$ cat src/hw/rtl/lpfr_pkg.sv
// Shared types and constants for the length-prefixed frame receiver.
`timescale 1ns / 1ps

package lpfr_pkg;

  localparam int unsigned ByteW = 8;
  localparam int unsigned LenW = 16;
  localparam logic [ByteW-1:0] CrcPoly = 8'h8C;

  typedef enum logic [1:0] {
    PHASE_HEADER = 2'd0,
    PHASE_BODY   = 2'd1,
    PHASE_DENY   = 2'd2
  } phase_t;

  typedef enum logic [2:0] {
    EV_HEADER     = 3'd0,
    EV_BODY       = 3'd1,
    EV_CRC_GOOD   = 3'd2,
    EV_CRC_BAD    = 3'd3,
    EV_BAD_START  = 3'd4,
    EV_BAD_LENGTH = 3'd5,
    EV_DENY_DROP  = 3'd6,
    EV_IDLE       = 3'd7
  } event_t;

  typedef enum logic [1:0] {
    REG_START_MARKER   = 2'd0,
    REG_LENGTH_MINIMUM = 2'd1,
    REG_LENGTH_MAXIMUM = 2'd2
  } reg_index_t;

  typedef struct packed {
    logic [LenW-1:0]  frame_length;
    logic [LenW-1:0]  byte_index;
    logic [ByteW-1:0] data_byte;
    event_t           event_res;
  } result_t;

endpackage

$ cat src/hw/rtl/lpfr_parser.sv
// Frame parser: header, body and deny phases with the running CRC-8.
`timescale 1ns / 1ps

module lpfr_parser (
  input  logic                       clk,
  input  logic                       rst,
  input  logic                       accept,
  input  logic                       command,
  input  logic [lpfr_pkg::ByteW-1:0] rx_byte,
  input  logic [lpfr_pkg::ByteW-1:0] start_marker,
  input  logic [lpfr_pkg::LenW-1:0]  length_minimum,
  input  logic [lpfr_pkg::LenW-1:0]  length_maximum,
  output lpfr_pkg::result_t          result
);

  function automatic logic [lpfr_pkg::ByteW-1:0] crc8_update(
    input logic [lpfr_pkg::ByteW-1:0] crc_in,
    input logic [lpfr_pkg::ByteW-1:0] data_in
  );
    logic [lpfr_pkg::ByteW-1:0] c;
    logic [lpfr_pkg::ByteW-1:0] d;
    logic                       fb;
    c = crc_in;
    d = data_in;
    for (int k = 0; k < lpfr_pkg::ByteW; k++) begin
      fb = c[0] ^ d[0];
      c = c >> 1;
      if (fb) begin
        c = c ^ lpfr_pkg::CrcPoly;
      end
      d = d >> 1;
    end
    return c;
  endfunction

  lpfr_pkg::phase_t           receive_phase, receive_phase_next;
  logic [1:0]                 header_position, header_position_next;
  logic [lpfr_pkg::ByteW-1:0] length_low_byte, length_low_byte_next;
  logic [lpfr_pkg::LenW-1:0]  body_length, body_length_next;
  logic [lpfr_pkg::LenW-1:0]  body_count, body_count_next;
  logic [lpfr_pkg::ByteW-1:0] running_crc, running_crc_next;

  logic [lpfr_pkg::LenW-1:0]  assembled_len;
  logic [lpfr_pkg::LenW:0]    count_plus_one;

  assign assembled_len = {rx_byte, length_low_byte};
  assign count_plus_one = {1'b0, body_count} + {{lpfr_pkg::LenW{1'b0}}, 1'b1};

  always_comb begin
    receive_phase_next   = receive_phase;
    header_position_next = header_position;
    length_low_byte_next = length_low_byte;
    body_length_next     = body_length;
    body_count_next      = body_count;
    running_crc_next     = running_crc;
    result.event_res     = lpfr_pkg::EV_HEADER;
    result.data_byte     = rx_byte;
    result.byte_index    = '0;
    result.frame_length  = '0;

    if (command) begin
      receive_phase_next   = lpfr_pkg::PHASE_HEADER;
      header_position_next = 2'd0;
      body_count_next      = '0;
      running_crc_next     = '0;
      result.event_res     = lpfr_pkg::EV_IDLE;
      result.data_byte     = '0;
    end else begin
      case (receive_phase)
        lpfr_pkg::PHASE_DENY: begin
          result.event_res = lpfr_pkg::EV_DENY_DROP;
        end
        lpfr_pkg::PHASE_BODY: begin
          result.byte_index   = body_count;
          result.frame_length = body_length;
          if (count_plus_one >= {1'b0, body_length}) begin
            result.event_res = (rx_byte == running_crc) ? lpfr_pkg::EV_CRC_GOOD
                                                        : lpfr_pkg::EV_CRC_BAD;
            receive_phase_next   = lpfr_pkg::PHASE_HEADER;
            header_position_next = 2'd0;
            body_count_next      = '0;
            running_crc_next     = '0;
          end else begin
            running_crc_next = crc8_update(running_crc, rx_byte);
            body_count_next  = count_plus_one[lpfr_pkg::LenW-1:0];
            result.event_res = lpfr_pkg::EV_BODY;
          end
        end
        default: begin
          // The unused phase code behaves as the header phase.
          receive_phase_next = lpfr_pkg::PHASE_HEADER;
          case (header_position)
            2'd0: begin
              if (rx_byte != start_marker) begin
                receive_phase_next = lpfr_pkg::PHASE_DENY;
                result.event_res   = lpfr_pkg::EV_BAD_START;
              end else begin
                header_position_next = 2'd1;
              end
            end
            2'd1: begin
              length_low_byte_next = rx_byte;
              header_position_next = 2'd2;
            end
            default: begin
              result.frame_length  = assembled_len;
              header_position_next = 2'd0;
              if (assembled_len == '0 || assembled_len < length_minimum ||
                  assembled_len > length_maximum) begin
                receive_phase_next = lpfr_pkg::PHASE_DENY;
                result.event_res   = lpfr_pkg::EV_BAD_LENGTH;
              end else begin
                body_length_next   = assembled_len;
                body_count_next    = '0;
                running_crc_next   = '0;
                receive_phase_next = lpfr_pkg::PHASE_BODY;
              end
            end
          endcase
        end
      endcase
    end
  end

  always_ff @(posedge clk) begin
    if (rst) begin
      receive_phase   <= lpfr_pkg::PHASE_HEADER;
      header_position <= 2'd0;
      length_low_byte <= '0;
      body_length     <= '0;
      body_count      <= '0;
      running_crc     <= '0;
    end else if (accept) begin
      receive_phase   <= receive_phase_next;
      header_position <= header_position_next;
      length_low_byte <= length_low_byte_next;
      body_length     <= body_length_next;
      body_count      <= body_count_next;
      running_crc     <= running_crc_next;
    end
  end

`ifndef SYNTHESIS
  a_body_count_in_range: assert property (@(posedge clk) disable iff (rst)
    receive_phase == lpfr_pkg::PHASE_BODY |-> body_count < body_length)
    else $error("body count reached the frame length while in the body phase");

  a_header_pos_only_in_header: assert property (@(posedge clk) disable iff (rst)
    header_position != 2'd0 |-> receive_phase == lpfr_pkg::PHASE_HEADER)
    else $error("header position set outside the header phase");

  a_idle_resyncs: assert property (@(posedge clk) disable iff (rst)
    accept && command |=> receive_phase == lpfr_pkg::PHASE_HEADER &&
                          header_position == 2'd0 && body_count == '0)
    else $error("line-idle beat did not return the parser to the header phase");
`endif

endmodule

$ cat src/hw/rtl/lpfr_skid.sv
// Output register with a skid stage between the parser and the result stream.
`timescale 1ns / 1ps

module lpfr_skid (
  input  logic              clk,
  input  logic              rst,
  input  logic              in_valid,
  output logic              in_ready,
  input  lpfr_pkg::result_t in_data,
  output logic              out_valid,
  input  logic              out_ready,
  output lpfr_pkg::result_t out_data
);

  logic              skid_valid;
  lpfr_pkg::result_t skid_data;
  logic              take;

  assign in_ready = !skid_valid;
  assign take     = in_valid && in_ready;

  always_ff @(posedge clk) begin
    if (rst) begin
      out_valid  <= 1'b0;
      skid_valid <= 1'b0;
    end else if (take) begin
      if (!out_valid || out_ready) begin
        out_valid <= 1'b1;
      end else begin
        skid_valid <= 1'b1;
      end
    end else if (out_ready) begin
      if (skid_valid) begin
        skid_valid <= 1'b0;
      end else begin
        out_valid <= 1'b0;
      end
    end
  end

  always_ff @(posedge clk) begin
    if (take) begin
      if (!out_valid || out_ready) begin
        out_data <= in_data;
      end else begin
        skid_data <= in_data;
      end
    end else if (out_ready && skid_valid) begin
      out_data <= skid_data;
    end
  end

`ifndef SYNTHESIS
  a_skid_implies_out: assert property (@(posedge clk) disable iff (rst)
    skid_valid |-> out_valid)
    else $error("skid stage holds a beat while the output register is empty");

  a_stall_fills_skid: assert property (@(posedge clk) disable iff (rst)
    take && out_valid && !out_ready |=> skid_valid)
    else $error("beat taken during an output stall was not parked");

  a_skid_drains: assert property (@(posedge clk) disable iff (rst)
    skid_valid && out_ready |=> !skid_valid && out_valid)
    else $error("skid stage did not move to the output register");
`endif

endmodule

$ cat src/hw/rtl/length_prefixed_frame_receiver_crc8_top.sv
// Throughput: one beat per cycle while the skid stage is empty; every input beat
// yields exactly one output beat. The input stalls whenever the skid stage is full,
// which happens only after a beat is taken while the output is stalled.
// Reset (rst, synchronous, active high) clears the parser to the header phase
// and loads start_marker 0, length_minimum 2 and length_maximum 256.
`timescale 1ns / 1ps

module length_prefixed_frame_receiver_crc8_top (
  input  logic        clk,
  input  logic        rst,
  input  logic        s_tvalid,
  output logic        s_tready,
  input  logic [7:0]  s_tdata,   // [7:0] rx_byte
  input  logic        s_tuser,   // [0] command
  output logic        m_tvalid,
  input  logic        m_tready,
  output logic [39:0] m_tdata,   // [7:0] data_byte, [23:8] byte_index, [39:24] frame_length
  output logic [2:0]  m_tuser,   // [2:0] event_res
  input  logic        cfg_valid,
  output logic        cfg_ready,
  input  logic [1:0]  cfg_index,
  input  logic [15:0] cfg_data
);

  logic [lpfr_pkg::ByteW-1:0] start_marker;
  logic [lpfr_pkg::LenW-1:0]  length_minimum;
  logic [lpfr_pkg::LenW-1:0]  length_maximum;
  logic                       accept;
  lpfr_pkg::result_t          parse_result;
  lpfr_pkg::result_t          out_result;

  assign cfg_ready = 1'b1;
  assign accept    = s_tvalid && s_tready;

  always_ff @(posedge clk) begin
    if (rst) begin
      start_marker   <= 8'd0;
      length_minimum <= 16'd2;
      length_maximum <= 16'd256;
    end else if (cfg_valid && cfg_ready) begin
      case (cfg_index)
        lpfr_pkg::REG_START_MARKER:   start_marker   <= cfg_data[lpfr_pkg::ByteW-1:0];
        lpfr_pkg::REG_LENGTH_MINIMUM: length_minimum <= cfg_data;
        lpfr_pkg::REG_LENGTH_MAXIMUM: length_maximum <= cfg_data;
        default: ;
      endcase
    end
  end

  lpfr_parser u_parser (
    .clk            (clk),
    .rst            (rst),
    .accept         (accept),
    .command        (s_tuser),
    .rx_byte        (s_tdata),
    .start_marker   (start_marker),
    .length_minimum (length_minimum),
    .length_maximum (length_maximum),
    .result         (parse_result)
  );

  lpfr_skid u_skid (
    .clk       (clk),
    .rst       (rst),
    .in_valid  (s_tvalid),
    .in_ready  (s_tready),
    .in_data   (parse_result),
    .out_valid (m_tvalid),
    .out_ready (m_tready),
    .out_data  (out_result)
  );

  assign m_tdata = {out_result.frame_length, out_result.byte_index, out_result.data_byte};
  assign m_tuser = out_result.event_res;

endmodule

$ cat config.mk
export PLATFORM = sky130hd
export DESIGN_NAME = length_prefixed_frame_receiver_crc8_top
export DESIGN_NICKNAME = d
export VERILOG_FILES = /design/src/hw/rtl/lpfr_pkg.sv /design/src/hw/rtl/lpfr_parser.sv /design/src/hw/rtl/lpfr_skid.sv /design/src/hw/rtl/length_prefixed_frame_receiver_crc8_top.sv
export SDC_FILE = /design/constraint.sdc
export NUM_CORES = 1
export LEC_CHECK = 0
export BUFFER_PORTS_ARGS = -buffer_cell sky130_fd_sc_hd__buf_2
export CAP_MARGIN = 10
export CORE_MARGIN = 2
export CORE_UTILIZATION = 55
export DETAILED_ROUTE_END_ITERATION = 10
export PLACE_DENSITY = 0.74
export SLEW_MARGIN = 20
export SYNTH_ARGS = -nofsm -noshare
export SYNTH_HDL_FRONTEND = slang
export SYNTH_SLANG_ARGS = --single-unit
$ cat constraint.sdc
create_clock -name clk -period 6.7 [get_ports clk]
set_clock_uncertainty 0.05 [all_clocks]
set_input_delay 1.675 -clock clk [delete_from_list [all_inputs] [get_ports clk]]
set_output_delay 1.675 -clock clk [all_outputs]
set_load 0.02 [all_outputs]
==> summary.txt <==
R2R setup slack - 2630 ps
highest-count cells in the layout ignoring fill and taps - dfxtp_1 (94), edfxtp_1 (86), nand2_1 (83)
Syn Area/Cell - 10.50 sq um
CP Cell Sequence - buf_2 -> ha_1 -> nand4_2 -> nor4_2 -> nor3_1 -> a2111oi_4 -> a211oi_1 -> o21ba_1 -> mux2_2
I/O pin cnt - 78
VDD IR-drop max - 0.1702 mV
CTS Buf Count - 17
Worst Path Max Fanout - 24
period utilisation layout - 0.6229
setup bufs post-CTS - 0
pwr dens - 240.8 nW/um^2
outcome - complete, no violations
# fillers - 1318
TritonRoute pass-1 iters - 5
P_leak - 3.994 nW
Internal - 1.850 mW
Clock Power Share - 0.408
vias in the first global route - 6059
commonest non-fill, non-tap cell in the layout - dfxtp_1
Post-synth EDFFs - 86
Placed Cells - 1096
most used flip-flop cell after synthesis - dfxtp_1
unrepaired setup endpoints after global routing - no
starting density of the core - 0.5640
hpwl dp - 12890 um
Final Critical Period - 4173 ps
Nets - 981
Antenna Nets Post-Route - 0
Rows - 46
worst hold path startpoint - length_maximum[14]
GRT Util Overall - 0.2202
area of the multi-input gates - 3994 sq um
Synthesis Warnings - 0
DR WL/cell - 16.42 um
worst hold path cell count - 2
Iter 0 DRT Violations - 418
post-cts resize count - 0
fin cells - 1127
reg-to-reg critical path endpoint - u_skid.out_data[0]
reg2reg path depth - 15
Hold Vio Cnt, Final - 0
drc violations - 0
Antenna diodes - 0
gpl congestion - 0.8980
Avg Vias per Cell - 5.549
Die Wd - 131.6 um
grt total ovfl - 0
sw power - 543.2 uW
Register Area - 4464 sq um
CP endpoint kind - flop
WL final - 18500 um
Yosys cell types - 59
Syn Nets - 935
largest net degree at the start of global routing - 72
Hold EP - length_maximum[14]
worst stage delay on the critical path - 520 ps
CP Data Required Time - 6970 ps
Post-Syn Instances - 853
Max Clk Rate - 0.2396 GHz
Async SR Flop Fraction - 0
# port buffers - 76
Setup Viol. Count Final - 0
clk sinks - 180
Slew Viols, Final - 0
layout cells sized above 1 - 0.1756
Reg-to-Reg Start - u_parser.body_count[0]
CTS root buffer - clkbuf_16
Least-Margin Pin Slew - 942.4 ps
Netlist Area Pre-Place - 8960 sq um
initial antenna violation count - 0
Reg clk slew, reported paths - 60 ps
Worst-Skew Late Latency - 440 ps
area of placed instances - 9366 sq um
setup TNS - 0 ps
WP data arrival - 4450 ps
Seq/Total Area, Yosys - 0.4983
Sw Share - 0.2269
Max-slew headroom - 0.3718
worst min-delay path class - flop to flop
Worst path slowest cell - a2111oi_4
fin area - 9941 sq um
CTS Buffer Depth - 2
Startpoint Class - primary input
Via Count - 6254
area grow syn2layout - 10.95%
Sequential Power Share - 0.503
CTS Hold Bufs - 0
Combinational Power Share - 0.090
Die Footprint - 17330 sq um
Die Ht - 131.6 um
WS Path Type - primary input to flop
CTS tree - built
number of synthesized register bits - 180
Max-Cap Viols - 0
global-route wire length before repair - 30610 um
H-Tree Depth - 4
core footprint - 15890 sq um
==> cells in the mapped netlist, drive strengths merged, types with 2 or more instances <==
cell / n / area (sq um)
dfxtp: 94 / 1882
nor2b: 14 / 87.58
o21ai: 10 / 50.05
xor2: 20 / 175.2
and3b: 2 / 17.52
or3: 2 / 12.51
nor2: 69 / 259.0
a31oi: 16 / 100.1
nand2: 84 / 315.3
o2bb2ai: 2 / 17.52
or2: 2 / 12.51
mux2i: 33 / 330.3
a21oi: 52 / 260.3
clkbuf: 36 / 135.1
buf: 17 / 147.7
inv: 59 / 224.0
a21o: 3 / 22.52
a22o: 18 / 157.7
nor3: 7 / 35.03
ha: 50 / 625.6
and4: 3 / 26.28
a2111oi: 2 / 36.29
a211o: 9 / 78.83
and3: 20 / 130.1
nor4: 11 / 75.07
nand3b: 2 / 15.01
nor3b: 5 / 37.54
and2: 15 / 95.09
a211oi: 5 / 37.54
xnor2: 23 / 201.4
mux2: 43 / 484.2
nand4: 9 / 77.57
edfxtp: 86 / 2582
o21a: 2 / 15.01
nand3: 15 / 85.08
==> power groups by stage <==
stage | registers (mW) | logic, mW | clock network [mW]
2_1_floorplan | 1.26 | 0.125 | 0
3_3_place_gp | 1.23 | 0.211 | 0
3_5_place_dp | 1.23 | 0.214 | 0
4_1_cts | 1.20 | 0.215 | 0.991
5_1_grt | 1.21 | 0.234 | 1.03
6_report | 1.20 | 0.214 | 0.976
==> state kept, by name, indices dropped and copies added, names as in the netlist <==
signal                    flops
u_parser.length_low_byte      8
u_parser.header_position      2
u_skid.skid_data             43
length_maximum               16
start_marker                  8
length_minimum               16
u_skid.out_data              43
u_parser.running_crc          8
u_parser.body_count          16
u_skid.out_valid              1
u_skid.skid_valid             1
u_parser.body_length         16
u_parser.receive_phase        2
==> worst max-delay path by stage <==
stage               start                endpoint  slack, ps  cells after the start
2_1_floorplan    s_tvalid     u_skid.skid_data[0]       1010                      3
3_5_place_dp   s_tdata[6]  u_parser.body_count[0]       2130                      9
4_1_cts        s_tdata[2]  u_parser.body_count[0]       2580                     10
6_report       s_tdata[6]  u_parser.body_count[0]       2530                      9
5_1_grt        s_tdata[2]  u_parser.body_count[0]       2310                     10
3_3_place_gp   s_tdata[2]  u_parser.body_count[0]       2160                     10
==> cells by family after synthesis <==
kind of cell / Yosys count / share of synthesized area
flip-flops: 180 / 0.4983
AND/OR/NAND/NOR: 263 / 0.1458
XOR/XNOR: 43 / 0.04203
multiplexers: 76 / 0.09091
adder cells (fa/ha/maj): 50 / 0.06982
other: 1 / 0.0004185
AO/OA/AOI/OAI: 127 / 0.09580
buffers and inverters: 113 / 0.05698
==> per-stage QoR <==
step | worst slack [ps] | utilization | total power, mW | hold slack (ps)
after floorplan | 1010 | - | 1.381 | 381.8
after global placement | 2160 | 0.5896 | 1.437 | 392.3
after detailed placement | 2129 | 0.5896 | 1.441 | 396.3
after CTS | 2581 | 0.6258 | 2.409 | 405.8
after global routing | 2311 | 0.6258 | 2.469 | 419.6
final | 2527 | 0.6258 | 2.394 | 402.5
==> metal layers <==
| metal | part of all wire | vias to the layer above | global-route usage |
|---|---|---|---|
| met5 | 0 | - | 0 |
| met4 | 0.017 | 0 | 0.07307 |
| met3 | 0.053 | 27 | 0.05170 |
| met2 | 0.47 | 168 | 0.3621 |
| met1 | 0.46 | 2966 | 0.2873 |
| li1 | - | 3093 | - |
==> critical path: cells and delay by family <==
family	cells	cell delay, ps
mux	1	410
compound gates	3	1190
simple gates	3	610
fa+ha+maj	1	360
buf+inv	1	190
==> cell type report <==
| type | count | area share |
|---|---|---|
| clock buffers | 21 | 0.04430 |
| clock inverters | 10 | 0.01347 |
| inverters | 60 | 0.02291 |
| multi-input cells | 560 | 0.4018 |
| flip-flops and latches | 180 | 0.4491 |
| well taps | 216 | 0.02719 |
| repair buffers | 80 | 0.04128 |
Power figures use the tool's default switching activity.
